===== src/hw/rtl/gww_pkg.sv =====
// ------------------------------------------------------------------------
// gww_pkg
// Types and constants shared by the greedy word wrapper.
// ------------------------------------------------------------------------
package gww_pkg;

    localparam int CHAR_W       = 8;
    localparam int CFG_W        = 6;
    localparam int APB_DW       = 32;
    localparam int PADDR_W      = 3;
    localparam int MAX_LINE_DEF = 32;

    typedef logic [CHAR_W-1:0]    t_char;
    typedef logic [CFG_W-1:0]     t_width_cfg;
    typedef logic [PADDR_W-3:0]   t_reg_idx;

    localparam t_char      SPACE_CHAR     = 8'd32;
    localparam t_width_cfg LINE_WIDTH_RST = 6'd32;
    localparam t_reg_idx   REG_LINE_WIDTH = '0;

    // control broadcast from the sequencer to every buffer cell
    typedef struct packed {
        logic  shift;
        logic  append;
        t_char char_in;
    } t_cell_ctl;

endpackage


===== src/hw/rtl/gww_if.sv =====
// ------------------------------------------------------------------------
// gww_if
// Valid/ready stream interfaces for text bytes in and wrapped bytes out.
// ------------------------------------------------------------------------
interface gww_in_if
    import gww_pkg::*;
();
    logic  valid;
    logic  ready;
    t_char char_in;
    logic  text_last;

    modport source (output valid, output char_in, output text_last, input ready);
    modport sink   (input valid, input char_in, input text_last, output ready);
endinterface

interface gww_out_if
    import gww_pkg::*;
();
    logic  valid;
    logic  ready;
    t_char char_out;
    logic  line_end;
    logic  text_end;
    logic  run_last;

    modport source (output valid, output char_out, output line_end, output text_end,
                    output run_last, input ready);
    modport sink   (input valid, input char_out, input line_end, input text_end,
                    input run_last, output ready);
endinterface


===== src/hw/rtl/greedy_word_wrap_top.sv =====
// ------------------------------------------------------------------------
// greedy_word_wrap_top
// Streaming greedy word wrapper built on a shifting row of byte cells.
// ------------------------------------------------------------------------
//  port     | dir | protocol    | carries
//  i_in     | in  | valid/ready | char_in, text_last
//  o_out    | out | valid/ready | char_out, line_end, text_end, run_last
//  APB      | in  | APB write   | line_width at byte address 0
//
//  A byte is taken only while the sequencer is idle; a byte that completes
//  a line starts a run that emits the line's bytes (EMIT), drops the space
//  the line was broken at, if any (DROP), and re-checks the buffer (EVAL).
//  Emission shifts the whole cell row one slot per cycle unless output stalls.
//  Reset (synchronous) empties the buffer; cell contents are not cleared.
//  A stalled output holds the sequencer; input is taken only between runs.
// ------------------------------------------------------------------------
module greedy_word_wrap_top
    import gww_pkg::*;
#(
    parameter int MAX_LINE = MAX_LINE_DEF
) (
    input  logic               i_clk,
    input  logic               i_rst_n,
    gww_in_if.sink             i_in,
    gww_out_if.source          o_out,
    input  logic               psel,
    input  logic               penable,
    input  logic               pwrite,
    input  logic [PADDR_W-1:0] paddr,
    input  logic [APB_DW-1:0]  pwdata,
    output logic [APB_DW-1:0]  prdata,
    output logic               pready
);

    localparam int DEPTH = MAX_LINE + 1;
    localparam int CW    = $clog2(DEPTH + 1);
    localparam int IW    = $clog2(DEPTH);
    localparam int XW    = (CW > CFG_W) ? CW : CFG_W;

    localparam logic [1:0] S_IDLE = 2'd0;
    localparam logic [1:0] S_EVAL = 2'd1;
    localparam logic [1:0] S_EMIT = 2'd2;
    localparam logic [1:0] S_DROP = 2'd3;

    // configuration
    t_width_cfg    line_width;
    logic [XW-1:0] cfg_x;
    logic [CW-1:0] w_eff;
    logic [CW-1:0] w_plus1;

    gww_cfg u_cfg (
        .i_clk        (i_clk),
        .i_rst_n      (i_rst_n),
        .psel         (psel),
        .penable      (penable),
        .pwrite       (pwrite),
        .paddr        (paddr),
        .pwdata       (pwdata),
        .prdata       (prdata),
        .pready       (pready),
        .o_line_width (line_width)
    );

    assign cfg_x = XW'(line_width);

    always_comb begin
        priority if (cfg_x == '0) begin
            w_eff = CW'(1);
        end else if (cfg_x > XW'(MAX_LINE)) begin
            w_eff = CW'(MAX_LINE);
        end else begin
            w_eff = CW'(cfg_x);
        end
    end

    assign w_plus1 = w_eff + CW'(1);

    // sequencer state
    logic [1:0]    r_state,   n_state;
    logic [CW-1:0] r_count,   n_count;
    logic          r_last,    n_last;
    logic [CW-1:0] r_left,    n_left;
    logic          r_drop,    n_drop;
    logic          r_line_rl, n_line_rl;
    logic          r_line_te, n_line_te;

    // output register
    logic  r_out_valid, n_out_valid;
    t_char r_out_char,  n_out_char;
    logic  r_out_le,    n_out_le;
    logic  r_out_te,    n_out_te;
    logic  r_out_rl,    n_out_rl;

    logic accepting;
    logic out_take;
    logic room;

    assign i_in.ready = (r_state == S_IDLE);
    assign accepting  = i_in.valid && i_in.ready;
    assign out_take   = !r_out_valid || o_out.ready;
    assign room       = (r_count < CW'(DEPTH));

    // cell row
    t_cell_ctl  cell_ctl;
    t_char      cell_byte [DEPTH];
    logic [DEPTH-1:0] cand;

    assign cell_ctl.append  = accepting;
    assign cell_ctl.char_in = i_in.char_in;
    assign cell_ctl.shift   = ((r_state == S_EMIT) && out_take) || (r_state == S_DROP);

    for (genvar i = 0; i < DEPTH; i++) begin : g_cell
        t_char nb;
        if (i == DEPTH - 1) begin : g_end
            assign nb = '0;
        end else begin : g_mid
            assign nb = cell_byte[i+1];
        end

        gww_cell #(
            .IDX (i),
            .CW  (CW)
        ) u_cell (
            .i_clk   (i_clk),
            .i_ctl   (cell_ctl),
            .i_count (r_count),
            .i_width (w_eff),
            .i_next  (nb),
            .o_byte  (cell_byte[i]),
            .o_cand  (cand[i])
        );
    end

    logic          sp_found;
    logic [IW-1:0] sp_index;

    gww_find_last #(
        .N (DEPTH)
    ) u_find (
        .i_flags (cand),
        .o_found (sp_found),
        .o_index (sp_index)
    );

    // break decision on the buffer as seen after a pending append
    logic [CW-1:0] cnt_v;
    logic          last_v;
    logic          brk;
    logic          flush;
    logic          drop;
    logic [CW-1:0] len;
    logic [CW-1:0] rem;
    logic          more;

    always_comb begin
        cnt_v  = (accepting && room) ? r_count + CW'(1) : r_count;
        last_v = accepting ? i_in.text_last : r_last;
        brk    = (cnt_v >= w_plus1);
        drop   = brk && sp_found;
        if (brk) begin
            len = sp_found ? CW'(sp_index) : w_eff;
        end else begin
            len = cnt_v;
        end
        flush = !brk && last_v && (cnt_v != '0);
        rem   = cnt_v - len - CW'(drop);
        // another line follows in this run
        more  = (rem >= w_plus1) || (last_v && (rem != '0));
    end

    always_comb begin
        n_state     = r_state;
        n_count     = r_count;
        n_last      = r_last;
        n_left      = r_left;
        n_drop      = r_drop;
        n_line_rl   = r_line_rl;
        n_line_te   = r_line_te;
        n_out_valid = r_out_valid;
        n_out_char  = r_out_char;
        n_out_le    = r_out_le;
        n_out_te    = r_out_te;
        n_out_rl    = r_out_rl;

        if (r_out_valid && o_out.ready) begin
            n_out_valid = 1'b0;
        end

        unique case (r_state)
            S_IDLE, S_EVAL: begin
                if (accepting || (r_state == S_EVAL)) begin
                    if (brk || flush) begin
                        n_state   = S_EMIT;
                        n_count   = cnt_v;
                        n_last    = last_v;
                        n_left    = len;
                        n_drop    = drop;
                        n_line_rl = !more;
                        n_line_te = last_v && !more;
                    end else begin
                        n_state = S_IDLE;
                        n_count = last_v ? '0 : cnt_v;
                        n_last  = 1'b0;
                    end
                end
            end
            S_EMIT: begin
                if (out_take) begin
                    n_out_valid = 1'b1;
                    n_out_char  = cell_byte[0];
                    n_out_le    = (r_left == CW'(1));
                    n_out_te    = (r_left == CW'(1)) && r_line_te;
                    n_out_rl    = (r_left == CW'(1)) && r_line_rl;
                    n_count     = r_count - CW'(1);
                    n_left      = r_left - CW'(1);
                    if (r_left == CW'(1)) begin
                        n_state = r_drop ? S_DROP : S_EVAL;
                    end
                end
            end
            S_DROP: begin
                // discard the space the line was broken at
                n_count = r_count - CW'(1);
                n_state = S_EVAL;
            end
            default: begin
                n_state = S_IDLE;
            end
        endcase
    end

    always_ff @(posedge i_clk) begin
        if (!i_rst_n) begin
            r_state     <= S_IDLE;
            r_count     <= '0;
            r_last      <= 1'b0;
            r_out_valid <= 1'b0;
        end else begin
            r_state     <= n_state;
            r_count     <= n_count;
            r_last      <= n_last;
            r_out_valid <= n_out_valid;
        end
    end

    always_ff @(posedge i_clk) begin
        r_left     <= n_left;
        r_drop     <= n_drop;
        r_line_rl  <= n_line_rl;
        r_line_te  <= n_line_te;
        r_out_char <= n_out_char;
        r_out_le   <= n_out_le;
        r_out_te   <= n_out_te;
        r_out_rl   <= n_out_rl;
    end

    assign o_out.valid    = r_out_valid;
    assign o_out.char_out = r_out_char;
    assign o_out.line_end = r_out_le;
    assign o_out.text_end = r_out_te;
    assign o_out.run_last = r_out_rl;

endmodule


===== src/hw/rtl/gww_cell.sv =====
// ------------------------------------------------------------------------
// gww_cell
// One byte slot of the line buffer: loads on append, takes its upper
// neighbor's byte on shift, and flags itself as a break candidate.
// ------------------------------------------------------------------------
module gww_cell
    import gww_pkg::*;
#(
    parameter int IDX = 0,
    parameter int CW  = 6
) (
    input  logic          i_clk,
    input  t_cell_ctl     i_ctl,
    input  logic [CW-1:0] i_count,
    input  logic [CW-1:0] i_width,
    input  t_char         i_next,
    output t_char         o_byte,
    output logic          o_cand
);

    localparam logic [CW-1:0] POS        = CW'(IDX);
    localparam bit            SEARCHABLE = (IDX >= 1);

    t_char r_byte;
    logic  wr_here;
    t_char view;

    assign wr_here = i_ctl.append && (i_count == POS);
    // candidate is judged on the buffer as it stands after this cycle's append
    assign view    = wr_here ? i_ctl.char_in : r_byte;
    assign o_cand  = SEARCHABLE && (POS <= i_width) && (view == SPACE_CHAR);
    assign o_byte  = r_byte;

    always_ff @(posedge i_clk) begin
        if (i_ctl.shift) begin
            r_byte <= i_next;
        end else if (wr_here) begin
            r_byte <= i_ctl.char_in;
        end
    end

endmodule


===== src/hw/rtl/gww_find_last.sv =====
// ------------------------------------------------------------------------
// gww_find_last
// Log-depth tree that returns the highest set flag and its position.
// ------------------------------------------------------------------------
module gww_find_last
    import gww_pkg::*;
#(
    parameter  int N  = MAX_LINE_DEF + 1,
    localparam int IW = $clog2(N)
) (
    input  logic [N-1:0]  i_flags,
    output logic          o_found,
    output logic [IW-1:0] o_index
);

    localparam int P = 1 << IW;

    // heap order: node k has children 2k and 2k+1, leaves start at P
    logic          node_f  [1:2*P-1];
    logic [IW-1:0] node_ix [1:2*P-1];

    for (genvar i = 0; i < P; i++) begin : g_leaf
        if (i < N) begin : g_used
            assign node_f[P+i] = i_flags[i];
        end else begin : g_pad
            assign node_f[P+i] = 1'b0;
        end
        assign node_ix[P+i] = IW'(i);
    end

    for (genvar k = 1; k < P; k++) begin : g_node
        assign node_f[k]  = node_f[2*k] | node_f[2*k+1];
        assign node_ix[k] = node_f[2*k+1] ? node_ix[2*k+1] : node_ix[2*k];
    end

    assign o_found = node_f[1];
    assign o_index = node_ix[1];

endmodule


===== src/hw/rtl/gww_cfg.sv =====
// ------------------------------------------------------------------------
// gww_cfg
// APB register file holding the line width setting.
// ------------------------------------------------------------------------
module gww_cfg
    import gww_pkg::*;
(
    input  logic               i_clk,
    input  logic               i_rst_n,
    input  logic               psel,
    input  logic               penable,
    input  logic               pwrite,
    input  logic [PADDR_W-1:0] paddr,
    input  logic [APB_DW-1:0]  pwdata,
    output logic [APB_DW-1:0]  prdata,
    output logic               pready,
    output t_width_cfg         o_line_width
);

    t_width_cfg r_line_width;
    t_reg_idx   reg_idx;
    logic       wr_en;

    assign reg_idx = paddr[PADDR_W-1:2];
    assign wr_en   = psel && penable && pwrite && (reg_idx == REG_LINE_WIDTH);
    assign pready  = 1'b1;

    always_ff @(posedge i_clk) begin
        if (!i_rst_n) begin
            r_line_width <= LINE_WIDTH_RST;
        end else if (wr_en) begin
            r_line_width <= pwdata[CFG_W-1:0];
        end
    end

    always_comb begin
        if (reg_idx == REG_LINE_WIDTH) begin
            prdata = APB_DW'(r_line_width);
        end else begin
            prdata = '0;
        end
    end

    assign o_line_width = r_line_width;

endmodule


===== src/flat_wrapper.sv =====
// flat-port wrapper written by rule: the top's interface ports become plain ports
module greedy_word_wrap_top_flat import gww_pkg::*;
#(
    parameter int MAX_LINE = MAX_LINE_DEF
)
  (i_clk, i_rst_n, psel, penable, pwrite, paddr, pwdata, prdata, pready, i_in_valid, i_in_char_in, i_in_text_last, i_in_ready, o_out_valid, o_out_char_out, o_out_line_end, o_out_text_end, o_out_run_last, o_out_ready);
  gww_in_if i_in_i ();
  gww_out_if o_out_i ();
  input  logic i_clk;
  input  logic i_rst_n;
  input  logic psel;
  input  logic penable;
  input  logic pwrite;
  input  logic [PADDR_W-1:0] paddr;
  input  logic [APB_DW-1:0] pwdata;
  output logic [APB_DW-1:0] prdata;
  output logic pready;
  input wire logic [$bits(i_in_i.valid)-1:0] i_in_valid;
  input wire logic [$bits(i_in_i.char_in)-1:0] i_in_char_in;
  input wire logic [$bits(i_in_i.text_last)-1:0] i_in_text_last;
  output wire logic [$bits(i_in_i.ready)-1:0] i_in_ready;
  output wire logic [$bits(o_out_i.valid)-1:0] o_out_valid;
  output wire logic [$bits(o_out_i.char_out)-1:0] o_out_char_out;
  output wire logic [$bits(o_out_i.line_end)-1:0] o_out_line_end;
  output wire logic [$bits(o_out_i.text_end)-1:0] o_out_text_end;
  output wire logic [$bits(o_out_i.run_last)-1:0] o_out_run_last;
  input wire logic [$bits(o_out_i.ready)-1:0] o_out_ready;
  assign i_in_i.valid = i_in_valid;
  assign i_in_i.char_in = i_in_char_in;
  assign i_in_i.text_last = i_in_text_last;
  assign i_in_ready = i_in_i.ready;
  assign o_out_valid = o_out_i.valid;
  assign o_out_char_out = o_out_i.char_out;
  assign o_out_line_end = o_out_i.line_end;
  assign o_out_text_end = o_out_i.text_end;
  assign o_out_run_last = o_out_i.run_last;
  assign o_out_i.ready = o_out_ready;
  greedy_word_wrap_top #(.MAX_LINE(MAX_LINE)) u_core (.i_clk(i_clk), .i_rst_n(i_rst_n), .i_in(i_in_i), .o_out(o_out_i), .psel(psel), .penable(penable), .pwrite(pwrite), .paddr(paddr), .pwdata(pwdata), .prdata(prdata), .pready(pready));
endmodule

===== config.mk =====
export PLATFORM = sky130hd
export DESIGN_NAME = greedy_word_wrap_top_flat
export DESIGN_NICKNAME = d
export VERILOG_FILES = /design/src/hw/rtl/gww_pkg.sv /design/src/hw/rtl/gww_if.sv /design/src/hw/rtl/greedy_word_wrap_top.sv /design/src/hw/rtl/gww_cell.sv /design/src/hw/rtl/gww_find_last.sv /design/src/hw/rtl/gww_cfg.sv /design/src/flat_wrapper.sv
export SDC_FILE = /design/constraint.sdc
export NUM_CORES = 1
export LEC_CHECK = 0
export ABC_AREA = 0
export BUFFER_PORTS_ARGS = -buffer_cell sky130_fd_sc_hd__buf_2
export CAP_MARGIN = 20
export CORE_UTILIZATION = 25
export DETAILED_ROUTE_END_ITERATION = 10
export HOLD_SLACK_MARGIN = 0.12
export PLACE_DENSITY = 0.49
export SLEW_MARGIN = 20
export SYNTH_ARGS = -nofsm -noshare
export SYNTH_HDL_FRONTEND = slang
export SYNTH_SLANG_ARGS = --single-unit

===== constraint.sdc =====
create_clock -name i_clk -period 11.11 [get_ports i_clk]
set_clock_uncertainty 0.2 [all_clocks]
set_input_delay 1.6665 -clock i_clk [delete_from_list [all_inputs] [get_ports i_clk]]
set_output_delay 1.6665 -clock i_clk [all_outputs]
set_load 0.005 [all_outputs]

Word level (Yosys, flattened, before mapping). Index checks and enable logic that the tools add are counted.

Register bits after elaboration: 300. Bits of input ports: 51. Output and inout bits: 46.

Add/subtract/negate cells: 6. Magnitude comparators: 36. Equality and inequality tests: 72. Muxes and demuxes: 123. Bitwise gates (word level): 32. Reduce and logical (&&, ||, !) cells: 101.

Operator list (number): $mux W8 (65); $eq A8 B6 Y1 const B (32); $mux W6 (28); $eq A6 B5 Y1 const B (16); $le A5 B6 Y1 const A (16); $logic_and A1 B1 Y1 (79); $eq A6 B4 Y1 const B (8); $le A4 B6 Y1 const A (8); $or A1 B1 Y1 (31); $eq A6 B3 Y1 const B (4); $le A3 B6 Y1 const A (4); $mux W1 (21); $pmux W6 S3 (1); $add A6 B1 Y6 const B (2); $eq A6 B1 Y1 const B (2); $eq A6 B2 Y1 const B (2); $ge A6 B6 Y1 (2); $le A2 B6 Y1 const A (2); $logic_not A6 Y1 (2); $mux W2 (6); $pmux W6 S2 (1); $reduce_bool A6 Y1 (2); $sub A6 B1 Y6 const B (2); $eq A6 B6 Y1 const B (1); other kinds (20) (33).

Logic depth before layout (Yosys ltp).
Word-level depth: 21. Mapped depth: 35. Gate-level depth less buffers: 32.

Modules after synthesis. From an unflattened synthesis, not the netlist that was laid out.

Cell total of the unflattened synthesis: 2245. Area total of the unflattened synthesis: 19249.7 um2.

By module, submodules not included: greedy_word_wrap_top (instances 1, cells each 272, area an instance 2476.1 um2, sequential area each 800.8 um2); gww_cell at u_core.g_cell[22].u_cell ... (instances 3, cells each 58, area an instance 491.7 um2, sequential area each 160.2 um2); gww_cell at u_core.g_cell[28].u_cell ... (instances 2, cells each 57, area an instance 485.5 um2, sequential area each 160.2 um2); gww_cell at u_core.g_cell[11].u_cell ... (instances 2, cells each 57, area an instance 479.2 um2, sequential area each 160.2 um2); gww_cell at u_core.g_cell[23].u_cell ... (instances 2, cells each 57, area an instance 476.7 um2, sequential area each 160.2 um2); gww_cell at u_core.g_cell[14].u_cell ... (instances 2, cells each 56, area an instance 473.0 um2, sequential area each 160.2 um2); gww_cfg (instances 1, cells each 62, area an instance 518.0 um2, sequential area each 120.1 um2); gww_cell at u_core.g_cell[32].u_cell (instances 1, cells each 56, area an instance 499.2 um2, sequential area each 160.2 um2); gww_cell at u_core.g_cell[5].u_cell (instances 1, cells each 58, area an instance 498.0 um2, sequential area each 160.2 um2); gww_cell at u_core.g_cell[10].u_cell (instances 1, cells each 58, area an instance 496.7 um2, sequential area each 160.2 um2); gww_cell at u_core.g_cell[20].u_cell (instances 1, cells each 58, area an instance 494.2 um2, sequential area each 160.2 um2); gww_cell at u_core.g_cell[13].u_cell (instances 1, cells each 57, area an instance 493.0 um2, sequential area each 160.2 um2); gww_cell at u_core.g_cell[19].u_cell (instances 1, cells each 58, area an instance 493.0 um2, sequential area each 160.2 um2); gww_cell at u_core.g_cell[21].u_cell (instances 1, cells each 59, area an instance 491.7 um2, sequential area each 160.2 um2); 16 more rows.

Worst setup path after synthesis. OpenSTA, ideal clock, no wires.

Path type: in2reg. From: input i_in_valid. To: register u_core.r_line_rl (data pin). Library setup time: 0.130 ns. Arrival: 8.269 ns. Data required time: 10.780 ns. Slack: 2.511 ns. Stages: 28. Cell sequence: or3b_2 -> a21oi_1 -> mux2_2 -> ha_1 -> a21o_1 -> a211oi_1 -> o31a_1 -> clkbuf_1 -> a21oi_1 -> o41ai_1 -> nand2_1 -> fa_1 -> ha_1 -> nand2b_1 -> a2111o_1 -> o211ai_1 -> clkbuf_1 -> nand2_1 -> mux2_4 -> and3_1 -> ha_1 -> a2111oi_0 -> o211ai_1 -> mux2i_2 -> or4b_1 -> mux2_2 -> o2111a_1 -> nand2_1.

Longest elaborated chain between the ends: 19.

RTL lines: start: declaration (RTL line flat_wrapper.sv:18) `input wire logic [$bits(i_in_i.valid)-1:0] i_in_valid;`; $logic_and A1 B1 Y1 * (RTL line greedy_word_wrap_top.sv:99) `assign accepting = i_in.valid && i_in.ready;`; branches (longest 16 deep; another with $mux W8); $logic_or A1 B1 Y1 * (RTL line greedy_word_wrap_top.sv:168) `more = (rem >= w_plus1) || (last_v && (rem != '0));`; $logic_not A1 Y1 * (RTL line greedy_word_wrap_top.sv:198) `n_line_rl = !more;`; end signal: assignment (RTL line greedy_word_wrap_top.sv:249) `r_line_rl <= n_line_rl;`; end: declaration (RTL line greedy_word_wrap_top.sv:84) `logic r_line_rl, n_line_rl;`.

Every way passes the cells marked *. A chain may end at the register's enable or synchronous reset.

Worst setup path in the final report. Ends and elaborated chain as after synthesis.

==> impl_summary.txt <==
----------------------------------------------------
[Status]
  Outcome ... completed

[Finish]
  Total area of sequential cells ... 6286 um2
  Area overhead of the layout relative to synthesis ... 13.30%
  Fraction of layout instances using a drive strength above 1 ... 0.09002
  End-of-flow core utilization ... 0.2867
  Final net count ... 1897
  Number of fillers in the final layout ... 6736
  Diodes inserted ... 0
  Area taken by multi-input logic gates ... 9015 um2

[Detailed routing]
  DR vias ... 13263
  Routed length per placed instance ... 16.97 um
  Vias per Instance ... 4.930
  Number of DRC violations after detailed routing ... 0
  First-pass iteration count of the detailed router ... 7
  Starting DRT DRC Count ... 859
  ANT nets after route ... 0
  Total routed wirelength ... 45640 um

[Worst setup path]
  Critical Path Source Type ... primary input
  WP buf/inv ... 1
  Delay contributed by the slowest stage of the critical path ... 0.69 ns
  Arr. time, crit path ... 9.55 ns
  CP Data Required Time ... 11.32 ns
  Logic depth of the worst path, buffers included ... 25
  Critical Path Sink Type ... flip-flop
  Critical path class ... in -> reg
  Worst-path maximum fanout ... 12
  Worst reg-to-reg path cell count ... 29
  Slowest library cell on the worst path ... o211ai_1
  CP top delay family ... compound AO/OA/AOI/OAI gates

[Clock network]
  Number of buffers inserted by post-CTS setup repair ... 0
  Root cell of the clock tree ... clkbuf_16
  Clock Path Buffers ... 3
  Skew-Pair Late Insertion Delay ... 0.55 ns
  Post-CTS Hold Buffers ... 0
  Number of gates given a new drive strength after cts ... 0
  Number of sinks handled by clock tree synthesis ... 300
  Clk slew on worst S/H paths ... 0.05 ns
  H-Tree Depth ... 2
  TritonCTS clock tree ... done
  Cts bufs inserted ... 37

[Yosys]
  Top cell types by occurrence after synthesis ... 347 x nand2_1, 281 x o21ai_0, 272 x dfxtp_1
  Synth area leader ... dfxtp_1
  Most used flip-flop cell after synthesis ... dfxtp_1
  Summed instance area of the synthesized netlist ... 15990 um2
  Average footprint of a synthesized cell ... 8.678 um2
  Number of storage elements in the synthesis netlist ... 300
  Fraction of registers with async set or reset after synthesis ... 0
  Warnings from Yosys ... 0
  Sequential-to-total area share from yosys stat ... 0.3930
  Share of the synthesized area in the top cell type ... 0.3405
  Leading cell type by number of instances after synthesis ... nand2_1
  Distinct cell type count after synthesis ... 85
  Area contributors post-synth ... dfxtp_1 34%, mux2i_1 17%, o21ai_0 8.8%
  Number of standard cells after synthesis ... 1843
  EDFF count, synth ... 28

[Pwr]
  Net switching power of the design ... 1410 uW
  PD cells ... 222.6 nW/um2
  Internal power ... 2623 uW
  Power share of the sequential group ... 0.391
  Leakage power ... 0.007710 uW
  Part of the total power dissipated in combinational logic ... 0.308
  Net switching share of the total power ... 0.3496
  Clock power frac ... 0.301
  VDD IR max ... 105.2 uV
  Total power after layout ... 4033 uW

[Placed design]
  HPWL after detailed placement ... 31510 um
  Worst slack at placement ... 1.226 ns
  Number of buffers inserted by port buffering ... 41
  Final weighted congestion in routability-driven placement ... 0.9140

[Timing]
  Clock period minus worst slack ... 9.337 ns
  Final Hold Fails ... 0
  Worst Tran Pin Value ... 1.081 ns
  Pins Over Slew Limit ... 0
  Final worst path period share ... 0.8404
  Setup TNS ... 0 ns
  Unrepaired setup endpoints after global routing ... false
  Final critical-path setup slack ... 1.773 ns
  Maximum frequency from static timing analysis ... 107.1 MHz
  Total of endpoints with negative setup slack in the final report ... 0
  Worst rel slew slack ... 0.2785

[Global route]
  Via count of the first global-routing pass ... 12751
  First-pass GRT wire length ... 71950 um
  Global-route usage over all layers ... 0.1396
  Remaining global-route overflow ... 0
  Number of antenna violations at the first check in global routing ... 0
  Pin count of the biggest net entering global routing ... 142

[Worst hold path]
  Hold path depth ... 0
  Classification of the worst-slack hold path ... reg -> reg

[Die]
  Die area ... 64990 um2
  Core box area ... 63200 um2
  Die height ... 254.9 um
  Ports placed on the boundary ... 97
  Initial Utilization ... 0.2531
  Die span in x ... 254.9 um
  # rows ... 92

[Run]
  MaxCap Viol Count ... 0

----------------------------------------------------
cell families after synthesis:
group | share of synthesized area
AOI/OAI and AO/OA | 0.1569
xor gates and xnor gates | 0.007119
adders and majority gates | 0.02441
buffers and inverters | 0.05241
DFF | 0.3930
muxes | 0.1710
other | 0.0004695
and+or+nand+nor | 0.1946
worst register-to-register path, delay by kind of cell, from the launching register on:
family	cells	cell delay, ns
AOI/OAI and AO/OA	9	3.09
adders and majority gates	4	1.27
buffers and inverters	1	0.14
DFF	1	0.46
muxes	3	0.98
and+or+nand+nor	12	2.87
power groups by stage:
stage	Clock (uW)	Sequential, uW	Combinational, uW
5_1_grt	1290	1610	1390
4_1_cts	1250	1580	1240
2_1_floorplan	0	1530	959
3_5_place_dp	0	1600	1240
3_3_place_gp	0	1590	1220
6_report	1210	1580	1240
path summary, 6_finish.rpt:
path                                               start                            endpoint  slack [ns]
max reg2reg    u_core.u_cfg.o_line_width[1]$_SDFFE_PN0P_          u_core.r_line_rl$_DFFE_PP_        1.97
min reg2reg  u_core.g_cell[0].u_cell.o_byte[5]$_DFFE_PP_  u_core.o_out.char_out[5]$_DFFE_PP_        0.22
max                                           i_in_valid          u_core.r_line_rl$_DFFE_PP_        1.77
min          u_core.g_cell[0].u_cell.o_byte[5]$_DFFE_PP_  u_core.o_out.char_out[5]$_DFFE_PP_        0.22
placed cells by master, fill, tap and decap left out, types with 25 or more instances in the layout:
cell type and count:
nand2_1 347, o21ai_0 281, dfxtp_1 272, mux2i_1 267, nor2_1 46, buf_2 41
clkbuf_16 39, nor4_1 34, nor4b_1 31, buf_4 29, ha_1 28, edfxtp_1 28
conb_1 27, inv_1 25, o211ai_1 25
registers in the layout, indices dropped and copies added (netlist names), 2 cells and up:
name	count
u_core.r_left	6
u_core.u_cfg.o_line_width	6
u_core.r_state	2
u_core.o_out.char_out	8
u_core.g_cell.u_cell.o_byte	264
u_core.r_count	6
metal layers:
layer	wire [um]	track usage	part of all wire
met3	1979	0.02420	0.043
met2	21470	0.2325	0.47
met4	1192	0.04448	0.026
met1	20990	0.1821	0.46
met5	0	0	0
metrics by stage:
step / instances / hold slack [ns] / cell area [um2]
after CTS: 2690 / 0.2196 / 18110
after global placement: 2623 / 0.2015 / 16880
after global routing: 2690 / 0.2252 / 18120
after floorplan: 1868 / 0.2003 / 16090
after detailed placement: 2623 / 0.2061 / 16890
final: 2690 / 0.2161 / 18120
area by class of cell:
type / instances / share of cell area
Inverter: 25 / 0.005178
Tap cell: 846 / 0.05841
Sequential cell: 300 / 0.3469
Clock buffer: 61 / 0.06283
Multi-Input combinational cell: 1380 / 0.4975
Clock inverter: 6 / 0.004626
Timing Repair Buffer: 72 / 0.02458
Power figures use the tool's default switching activity.
